[src/pvd_pkg.sv]
`default_nettype none

package pvd_pkg;

  // value kinds, given with the first byte of a value
  localparam logic [2:0] KIND_SHORT  = 3'd0;
  localparam logic [2:0] KIND_USHORT = 3'd1;
  localparam logic [2:0] KIND_INT    = 3'd2;
  localparam logic [2:0] KIND_LONG   = 3'd3;
  localparam logic [2:0] KIND_LEN    = 3'd4;

  // result status codes
  localparam logic [1:0] STAT_OK      = 2'd0;
  localparam logic [1:0] STAT_INVALID = 2'd1;
  localparam logic [1:0] STAT_TRUNC   = 2'd2;
  localparam logic [1:0] STAT_OVER    = 2'd3;

  // payload shapes
  localparam logic [2:0] FORM_MASK13 = 3'd0;
  localparam logic [2:0] FORM_S16    = 3'd1;
  localparam logic [2:0] FORM_MASK14 = 3'd2;
  localparam logic [2:0] FORM_U16    = 3'd3;
  localparam logic [2:0] FORM_MASK28 = 3'd4;
  localparam logic [2:0] FORM_S32    = 3'd5;
  localparam logic [2:0] FORM_MASK29 = 3'd6;
  localparam logic [2:0] FORM_RAW64  = 3'd7;

  localparam int LIMIT_W = 31;

  typedef struct packed {
    logic [63:0] acc;
    logic [3:0]  left;
    logic [2:0]  kind;
    logic [2:0]  form;
    logic        neg;
  } state_t;

  typedef struct packed {
    logic        valid;
    logic [63:0] value;
    logic [1:0]  status;
  } result_t;

  function automatic logic [63:0] shape_payload(input logic [2:0] form,
                                                input logic [63:0] acc);
    logic [63:0] r;
    case (form)
      FORM_MASK13: r = {51'd0, acc[12:0]};
      FORM_S16:    r = {{48{acc[15]}}, acc[15:0]};
      FORM_MASK14: r = {50'd0, acc[13:0]};
      FORM_U16:    r = {48'd0, acc[15:0]};
      FORM_MASK28: r = {36'd0, acc[27:0]};
      FORM_S32:    r = {{32{acc[31]}}, acc[31:0]};
      FORM_MASK29: r = {35'd0, acc[28:0]};
      default:     r = acc;
    endcase
    return r;
  endfunction

endpackage

`default_nettype wire

[src/pvd_decode.sv]
`default_nettype none

module pvd_decode (
  input  var pvd_pkg::state_t          state_i,
  input  wire logic [7:0]              data_byte_i,
  input  wire logic [2:0]              command_i,
  input  wire logic                    end_of_data_i,
  input  wire logic [pvd_pkg::LIMIT_W-1:0] len_limit_i,
  output pvd_pkg::state_t              state_o,
  output pvd_pkg::result_t             result_o
);

  always_comb begin
    pvd_pkg::state_t st;
    logic [63:0] acc_n;
    logic [3:0]  left_n;
    logic [6:0]  n;
    logic        fin;
    logic        err;
    logic        started;
    logic [1:0]  err_code;
    logic [63:0] fin_raw;
    logic [2:0]  fin_kind;
    logic        fin_neg;
    logic [63:0] v;
    logic        over;

    st       = state_i;
    n        = data_byte_i[6:0];
    fin      = 1'b0;
    err      = 1'b0;
    started  = 1'b0;
    err_code = pvd_pkg::STAT_INVALID;
    fin_raw  = '0;
    fin_kind = state_i.kind;
    fin_neg  = state_i.neg;
    acc_n    = {state_i.acc[55:0], data_byte_i};
    left_n   = state_i.left - 4'd1;

    if (state_i.left != 4'd0) begin
      st.acc  = acc_n;
      st.left = left_n;
      if (left_n == 4'd0) begin
        fin     = 1'b1;
        fin_raw = pvd_pkg::shape_payload(state_i.form, acc_n);
      end else if (end_of_data_i) begin
        err      = 1'b1;
        err_code = pvd_pkg::STAT_TRUNC;
        st.left  = 4'd0;
      end
    end else begin
      st.kind  = command_i;
      st.neg   = 1'b0;
      st.acc   = '0;
      fin_kind = command_i;
      fin_neg  = 1'b0;
      case (command_i)
        pvd_pkg::KIND_SHORT, pvd_pkg::KIND_INT, pvd_pkg::KIND_LONG: begin
          st.neg  = data_byte_i[7];
          fin_neg = data_byte_i[7];
          if (n >= 7'h40) begin
            fin     = 1'b1;
            fin_raw = {58'd0, n[5:0]};
          end else if (n >= 7'h20) begin
            started = 1'b1;
            st.form = pvd_pkg::FORM_MASK13;
            st.left = 4'd1;
            st.acc  = {56'd0, data_byte_i};
          end else if (n >= 7'h10 && command_i == pvd_pkg::KIND_SHORT) begin
            started = 1'b1;
            st.form = pvd_pkg::FORM_S16;
            st.left = 4'd2;
          end else if (n >= 7'h10) begin
            started = 1'b1;
            st.form = pvd_pkg::FORM_MASK28;
            st.left = 4'd3;
            st.acc  = {56'd0, data_byte_i};
          end else if (n >= 7'h08 && command_i != pvd_pkg::KIND_SHORT) begin
            started = 1'b1;
            st.form = pvd_pkg::FORM_S32;
            st.left = 4'd4;
          end else if (n >= 7'h04 && command_i == pvd_pkg::KIND_LONG) begin
            started = 1'b1;
            st.form = pvd_pkg::FORM_RAW64;
            st.left = 4'd8;
          end else begin
            err = 1'b1;
          end
        end
        pvd_pkg::KIND_USHORT: begin
          if (data_byte_i >= 8'h80) begin
            fin     = 1'b1;
            fin_raw = {57'd0, n};
          end else if (data_byte_i >= 8'h40) begin
            started = 1'b1;
            st.form = pvd_pkg::FORM_MASK14;
            st.left = 4'd1;
            st.acc  = {56'd0, data_byte_i};
          end else if (data_byte_i >= 8'h20) begin
            started = 1'b1;
            st.form = pvd_pkg::FORM_U16;
            st.left = 4'd2;
          end else begin
            err = 1'b1;
          end
        end
        pvd_pkg::KIND_LEN: begin
          if (data_byte_i >= 8'h80) begin
            fin     = 1'b1;
            fin_raw = {57'd0, n};
          end else if (data_byte_i >= 8'h40) begin
            started = 1'b1;
            st.form = pvd_pkg::FORM_MASK14;
            st.left = 4'd1;
            st.acc  = {56'd0, data_byte_i};
          end else if (data_byte_i >= 8'h20) begin
            started = 1'b1;
            st.form = pvd_pkg::FORM_MASK29;
            st.left = 4'd3;
            st.acc  = {56'd0, data_byte_i};
          end else if (data_byte_i >= 8'h10) begin
            started = 1'b1;
            st.form = pvd_pkg::FORM_S32;
            st.left = 4'd4;
          end else begin
            err = 1'b1;
          end
        end
        default: begin
          err = 1'b1;
        end
      endcase
      if (started && end_of_data_i) begin
        err      = 1'b1;
        err_code = pvd_pkg::STAT_TRUNC;
        st.left  = 4'd0;
      end
    end

    v = fin_neg ? (64'd0 - fin_raw) : fin_raw;
    if (fin_kind == pvd_pkg::KIND_INT) begin
      v = {{32{v[31]}}, v[31:0]};
    end
    // length kinds never negate, so the raw payload is the value here
    over = (fin_kind == pvd_pkg::KIND_LEN) && (len_limit_i != '0) && !fin_raw[63] &&
           ((|fin_raw[62:pvd_pkg::LIMIT_W]) || (fin_raw[pvd_pkg::LIMIT_W-1:0] >= len_limit_i));

    state_o         = st;
    result_o.valid  = fin | err;
    result_o.value  = fin ? v : 64'd0;
    result_o.status = fin ? (over ? pvd_pkg::STAT_OVER : pvd_pkg::STAT_OK) : err_code;
  end

endmodule

`default_nettype wire

[src/prefix_varint_decoder_top.sv]
// Prefix-length varint decoder.
// Input channel: one stream word per accepted transfer (data_byte_i, command_i,
// end_of_data_i); command_i is looked at only on the first byte of a value.
// Output channel: one word (value_o, status_o) per finished, bad or truncated
// value; bytes inside a value give no output.
// Config channel: cfg_len_limit_i written when cfg_valid_i is high, ready is
// always high; write it only while no value is in flight.
// Throughput: one byte per cycle unless out_stall_i holds the result. Each byte
// passes from the input register through one decode stage into the result
// register, and the decode stage also updates the value state, so that stage
// sets the rate.
// Stall: while out_stall_i holds the result, one more byte may still be taken
// into the input register; after that in_stall_o rises until the result moves.
// Reset: clears the decoder to idle, drops any pending word, len_limit to zero.
`default_nettype none

module prefix_varint_decoder_top (
  input  wire logic        clk_i,
  input  wire logic        rst_ni,
  input  wire logic        in_valid_i,
  output      logic        in_stall_o,
  input  wire logic [7:0]  data_byte_i,
  input  wire logic [2:0]  command_i,
  input  wire logic        end_of_data_i,
  output      logic        out_valid_o,
  input  wire logic        out_stall_i,
  output      logic [63:0] value_o,
  output      logic [1:0]  status_o,
  input  wire logic        cfg_valid_i,
  output      logic        cfg_ready_o,
  input  wire logic [pvd_pkg::LIMIT_W-1:0] cfg_len_limit_i
);

  logic                          in_valid_q;
  logic [7:0]                    in_byte_q;
  logic [2:0]                    in_cmd_q;
  logic                          in_eod_q;
  pvd_pkg::state_t               state_q, state_d;
  pvd_pkg::result_t              result_d;
  logic                          out_valid_q;
  logic [63:0]                   out_value_q;
  logic [1:0]                    out_status_q;
  logic [pvd_pkg::LIMIT_W-1:0]   len_limit_q;
  logic                          advance;
  logic                          process;

  assign advance     = !out_valid_q || !out_stall_i;
  assign process     = in_valid_q && advance;
  assign in_stall_o  = in_valid_q && !advance;
  assign cfg_ready_o = 1'b1;

  pvd_decode u_decode (
    .state_i       (state_q),
    .data_byte_i   (in_byte_q),
    .command_i     (in_cmd_q),
    .end_of_data_i (in_eod_q),
    .len_limit_i   (len_limit_q),
    .state_o       (state_d),
    .result_o      (result_d)
  );

  always_ff @(posedge clk_i or negedge rst_ni) begin
    if (!rst_ni) begin
      in_valid_q  <= 1'b0;
      state_q     <= '0;
      out_valid_q <= 1'b0;
      len_limit_q <= '0;
    end else begin
      if (!in_stall_o) begin
        in_valid_q <= in_valid_i;
      end
      if (process) begin
        state_q <= state_d;
      end
      if (advance) begin
        out_valid_q <= process && result_d.valid;
      end
      if (cfg_valid_i && cfg_ready_o) begin
        len_limit_q <= cfg_len_limit_i;
      end
    end
  end

  always_ff @(posedge clk_i) begin
    if (in_valid_i && !in_stall_o) begin
      in_byte_q <= data_byte_i;
      in_cmd_q  <= command_i;
      in_eod_q  <= end_of_data_i;
    end
    if (process && result_d.valid) begin
      out_value_q  <= result_d.value;
      out_status_q <= result_d.status;
    end
  end

  assign out_valid_o = out_valid_q;
  assign value_o     = out_value_q;
  assign status_o    = out_status_q;

  // input side only holds off when a word is parked in the input register
  a_stall_needs_word: assert property (@(posedge clk_i) disable iff (!rst_ni)
    in_stall_o |-> in_valid_q)
    else $error("input stalled with empty input register");

  // bad and truncated values carry zero
  a_err_zero: assert property (@(posedge clk_i) disable iff (!rst_ni)
    out_valid_o && (status_o == pvd_pkg::STAT_INVALID || status_o == pvd_pkg::STAT_TRUNC)
    |-> value_o == 64'd0)
    else $error("error result with nonzero value");

  // over-limit flag only with the check enabled
  a_over_needs_limit: assert property (@(posedge clk_i) disable iff (!rst_ni)
    out_valid_o && status_o == pvd_pkg::STAT_OVER |-> len_limit_q != '0)
    else $error("length flagged with limit disabled");

  // at most eight payload bytes outstanding
  a_left_range: assert property (@(posedge clk_i) disable iff (!rst_ni)
    state_q.left <= 4'd8)
    else $error("byte count out of range");

endmodule

`default_nettype wire
[config.mk]
export PLATFORM = sky130hd
export DESIGN_NAME = prefix_varint_decoder_top
export DESIGN_NICKNAME = d
export VERILOG_FILES = /design/src/pvd_pkg.sv /design/src/pvd_decode.sv /design/src/prefix_varint_decoder_top.sv
export SDC_FILE = /design/constraint.sdc
export NUM_CORES = 1
export LEC_CHECK = 0
export ABC_AREA = 1
export BUFFER_PORTS_ARGS = -buffer_cell sky130_fd_sc_hd__buf_2
export CAP_MARGIN = 20
export CORE_MARGIN = 4
export CORE_UTILIZATION = 50
export DETAILED_ROUTE_END_ITERATION = 10
export PLACE_DENSITY_LB_ADDON = 0.1
export SLEW_MARGIN = 20
export SYNTH_ARGS = -nofsm -noshare
export SYNTH_HDL_FRONTEND = slang
export SYNTH_SLANG_ARGS = --single-unit
[constraint.sdc]
create_clock -name clk_i -period 9.24 [get_ports clk_i]
set_clock_uncertainty 0.15 [all_clocks]
set_input_delay 1.848 -clock clk_i [delete_from_list [all_inputs] [get_ports clk_i]]
set_output_delay 1.848 -clock clk_i [all_outputs]
set_load 0.05 [all_outputs]
# Yosys cells after proc, flatten, opt, wreduce, memory -nomap -nowiden
# Cells that the tools add are included.
# totals
register_bits	178
inputBits	48
elab_cells	174
# classes
addsub	2
magnitude_cmp	10
n_eq_ne	24
n_mux	91
n_bitwise	2
reduce_logical	32
# ops
operator	count
$pmux W64 S7	1
$mux W64	4
$mux W60	3
$pmux W60 S3	1
$pmux W64 S2	1
$sub A1 B64 Y64 const A	1
$mux W4	11
$mux W3	14
$mux W1	37
$mux W12	3
$mux W8	4
$reduce_or A32 Y1	1
$ge A31 B31 Y1	1
$reduce_bool A31 Y1	1
$eq A3 B2 Y1 const B	5
$eq A3 B3 Y1 const B	5
$mux W2	6
$ne A4 B3 Y1 const B	3
$ne A6 B1 Y1 const B	2
$logic_and A1 B1 Y1	11
$pmux W3 S3	1
$reduce_and A9 Y1	1
$ge A8 B5 Y1 const B	1
$ge A8 B6 Y1 const B	1
31 further kinds	42

# Depth between registers and ports, before layout
# logic_depth
depth_word	15
ltp_mapped	23

# Hierarchy
# A second synthesis with hierarchy kept.
# hier_totals
cells_unflattened	1843
area_unflattened_um2	12789.8
# by_module_without_submodules
module	n_inst	cells_per_inst	area_per_inst_um2	seq_area_each_um2
prefix_varint_decoder_top	1	549	6631.4	5044.8
pvd_decode	1	1294	6158.4	0.0

# Least setup slack after synthesis
# Ideal clock, no wire load.
# synth_path
path_kind	input port to flip-flop
startpoint	input out_stall_i
endpoint	register out_status_q[0], in the netlist status_o[0] (enable)
setup_ns	0.426
arrival_ns	4.078
slack_ns	4.587
path_stages	6
path_cell_list	nand2_1 > nand2_1 > clkbuf_1 > nor2_1 > nand2_1 > nand2_1
# synth_via
elab_chain_cells	4
# synth_rtl
element	line_no	text
start: declaration	prefix_varint_decoder_top.sv:26	input wire logic out_stall_i,
$logic_not A1 Y1	prefix_varint_decoder_top.sv:47	assign advance = !out_valid_q || !out_stall_i;
$logic_or A1 B1 Y1	prefix_varint_decoder_top.sv:47	
$logic_and A1 B1 Y1	prefix_varint_decoder_top.sv:48	assign process = in_valid_q && advance;
$logic_and A1 B1 Y1	prefix_varint_decoder_top.sv:90	if (process && result_d.valid) begin
end signal: assignment	prefix_varint_decoder_top.sv:92	out_status_q <= result_d.status;
end: declaration	prefix_varint_decoder_top.sv:42	logic [1:0] out_status_q;
# No other way between the ends.
# A chain may end at the register's enable or synchronous reset.

==> run summary <==
DIE
-----------------------------------------------------------------------------------------
Number of core rows                                                                    54
Top-level port count                                                                  117
Die height                                                                       156.6 µm
Die Footprint                                                                  24,520 µm²
Standard cell core area                                                        21,760 µm²
Die Width                                                                        156.6 µm
Initial standard-cell utilization of the core                                      50.74%

WORST HOLD PATH
-----------------------------------------------------------------------------------------
Worst hold path stage count                                                             2
Startpoint of the lowest-slack hold path                                      state_q[16]
Hold Crit Class                                                                reg -> reg
WHS Endpoint                                                                  state_q[16]

CRITICAL PATH
-----------------------------------------------------------------------------------------
Endpoint of the worst-slack reg-to-reg timing path                            status_o[1]
Category of the most critical setup path                                       reg -> reg
FF-to-FF setup slack                                                              4.13 ns
Launch point of the worst path                                                 state_q[7]
Number of cells on the worst reg-to-reg path                                           21
Worst Setup Start Kind                                                           register
Required time worst endpoint                                                      9.28 ns
Critical Path Sink Type                                                          register
Reg-to-Reg Start                                                               state_q[7]
Worst path arrival time                                                           5.15 ns
Worst-path maximum fanout                                                              29

CLOCK NETWORK
-----------------------------------------------------------------------------------------
Post-cts sizing count                                                                   0
Clock Tree Buf Depth                                                                    2
CTS HTree Levels                                                                        4
Number of buffers inserted by post-CTS setup repair                                     0
Clock root buffer master                                                        clkbuf_16
CTS Sinks                                                                             178
Worst-path clk slew                                                               0.07 ns
Post-CTS Hold Buffers                                                                   0
CTS buffer count                                                                       17
Clock latency of the later-clocked register in the worst-skew pair                0.44 ns
Clock tree from TritonCTS                                                            done

YOSYS
-----------------------------------------------------------------------------------------
Number of enable-type register cells in the synthesized netlist                        78
Yosys synthesis warning count                                                           0
Synthesized netlist net count                                                       1,493
Area leader, netlist                                                              dfrtp_1
Synthesized netlist cell count                                                      1,411
Most used flip-flop cell after synthesis                                          dfrtp_1
Synth area leaders                                                           dfrtp_1 (23%), edfxtp_1 (21%), nand2_1 (12%)
Post-synth cell types                                                                  58
Post-Syn Area per Cell                                                          7.824 µm²
Number of flip-flops and latches in the synthesized netlist                           178
Share of the synthesized area in the top cell type                                 22.67%
Mapped Area                                                                    11,040 µm²
Sequential fraction of the synthesis area                                          43.89%
Proportion of register bits with asynchronous set or reset after synthesis         56.18%

TIMING
-----------------------------------------------------------------------------------------
Final hold slack                                                                0.3535 ns
Fraction of the cycle the final worst path needs                                   55.32%
Total negative setup slack                                                           0 ns
Number of max-slew violations in the final report                                       0
Transition time of the tightest slew-check pin                                   1.044 ns
Achievable clock frequency                                                     0.1956 GHz
Max-slew headroom at the worst pin                                                 30.32%
Number of endpoints failing setup at the final stage                                    0
RSZ-0062 raised after global routing                                                false
Tmin final                                                                       5.112 ns
Final hold violations                                                                   0

GRT
-----------------------------------------------------------------------------------------
Number of global-route vias before repair                                           9,336
GRT Residual Overflow                                                                   0
First-pass GRT wire length                                                      51,860 µm
Global router's overall resource usage                                             27.06%
Largest net degree at the start of global routing                                      76
Antenna violations before repair                                                        0

POWER
-----------------------------------------------------------------------------------------
Ratio of total power to cell area                                            345.2 nW/µm²
Peak supply drop                                                                0.1451 mV
Leakage power of the design                                                      6.282 nW

RUN
-----------------------------------------------------------------------------------------
Max-capacitance violation count                                                         0

ROUTE
-----------------------------------------------------------------------------------------
DRC violation count after routing                                                       0
Routed wire length per instance                                                  18.25 µm
Post-detailed-route via-to-cell ratio                                               5.575
Final WL                                                                        32,710 µm
Routed via count                                                                    9,990
Number of nets with antenna violations after routing                                    0
TritonRoute pass-1 iters                                                                5
DR iter-0 viols                                                                       890

OUTCOME
-----------------------------------------------------------------------------------------
Status                                                                       finished clean

LAYOUT
-----------------------------------------------------------------------------------------
Proportion of layout cells with a drive suffix above 1                             16.27%
Number of nets in the final layout                                                  1,581
# fillers                                                                           2,091
Flip-flop and latch area                                                         4845 µm²
Inserted Diodes                                                                         0
Area of the multi-input gates                                                    5184 µm²
Layout overhead on the synthesized area                                            11.30%

PLACEMENT
-----------------------------------------------------------------------------------------
Placer congestion estimate                                                         0.9729
Half-perimeter wire length after placement                                      25,170 µm
# port buffers                                                                        115

==> power by group <==
| group | switching (mW) | internal (mW) | total, mW | leakage, nW |
|---|---|---|---|---|
| Combinational | 1.70 | 0.528 | 2.23 | 3.93 |
| Sequential | 0.119 | 1.18 | 1.30 | 2.06 |
| Clock | 0.326 | 0.393 | 0.719 | 0.287 |
==> Yosys cell counts, types with 8 or more instances <==
cell type / count
nand2_1: 359
inv_1: 167
nor2_1: 110
o21ai_0: 109
dfrtp_1: 100
nand3_1: 91
edfxtp_1: 78
a21oi_1: 55
o22ai_1: 46
ha_1: 34
clkbuf_1: 27
nand4_1: 23
o21ai_1: 23
inv_2: 19
nand2_2: 14
a21oi_2: 13
nor2_2: 13
nor3_1: 13
buf_6: 9
nor4_1: 9
buf_2: 8
==> final cells by class <==
cell class | instances | share of cell area [%]
clock inverter | 12 | 0.9980
inverter | 188 | 5.743
multi-input combinational | 993 | 42.19
clock buffer | 20 | 3.717
sequential | 178 | 39.43
tap | 280 | 2.851
timing repair buffer | 121 | 5.071
==> worst max-delay path, stage by stage (launching register included) <==
cell and delay (ns):
dfrtp_1 0.40, inv_1 0.14, ha_1 0.27, inv_1 0.06, nand2_1 0.09, nand2_2 0.08, nor2_4 0.12, nand2_4 0.20
nand3_2 0.55, clkinv_1 0.99, nor2_1 0.36, ha_1 0.29, a21oi_1 0.13, o21ai_0 0.09, a21oi_1 0.15, o21bai_1 0.08
a21oi_1 0.15, nor2_1 0.05, o21ai_0 0.13, a21boi_0 0.10, o21ai_1 0.19, nand2_1 0.07
==> placed cells by master (no fill, tap or decap), types with 46 or more instances in the layout <==
master	netlist	layout
dfrtp_1	100	100
o22ai_1	46	46
a21oi_1	55	55
inv_1	167	167
nor2_1	110	110
nand2_1	359	358
o21ai_0	109	109
edfxtp_1	78	78
nand3_1	91	91
buf_2	8	114
==> state kept, by name, summed over array words and instances, names as in the netlist <==
register / cells
in_cmd_q: 3
status_o: 2
in_eod_q: 1
value_o: 64
out_valid_o: 1
in_byte_q: 8
in_valid_q: 1
len_limit_q: 31
state_q: 67
==> kinds of logic after synthesis <==
family	synth area share (%)
simple gates	26.94
compound gates	15.66
buf+inv	9.181
flops	43.89
fa+ha+maj	3.854
xor+xnor	0.2381
mux	0.2040
other cells	0.03397
==> routing by layer <==
metal | wire (µm) | global-route usage [%]
met3 | 2286 | 3.982
met2 | 13990 | 39.57
met4 | 253 | 4.793
met5 | 0 | 0
met1 | 16180 | 43.08
==> per-stage QoR <==
| step | utilization (%) | power [mW] | std cells | instance area (µm²) | setup slack, ns |
|---|---|---|---|---|---|
| after floorplan | - | 2.975 | 1411 | 11040 | 4.587 |
| after global placement | 53.81 | 3.503 | 1760 | 11710 | 4.400 |
| after detailed placement | 53.81 | 3.523 | 1760 | 11710 | 4.179 |
| after CTS | 56.48 | 4.245 | 1792 | 12290 | 4.177 |
| after global routing | 56.48 | 4.504 | 1792 | 12290 | 3.655 |
| final | 56.48 | 4.242 | 1792 | 12290 | 4.128 |
==> worst max path at each step <==
stage / to
6_report: status_o[1]
5_1_grt: status_o[0]
4_1_cts: status_o[0]
3_5_place_dp: status_o[0]
3_3_place_gp: value_o[30]
2_1_floorplan: status_o[0]
Power figures use the tool's default switching activity.
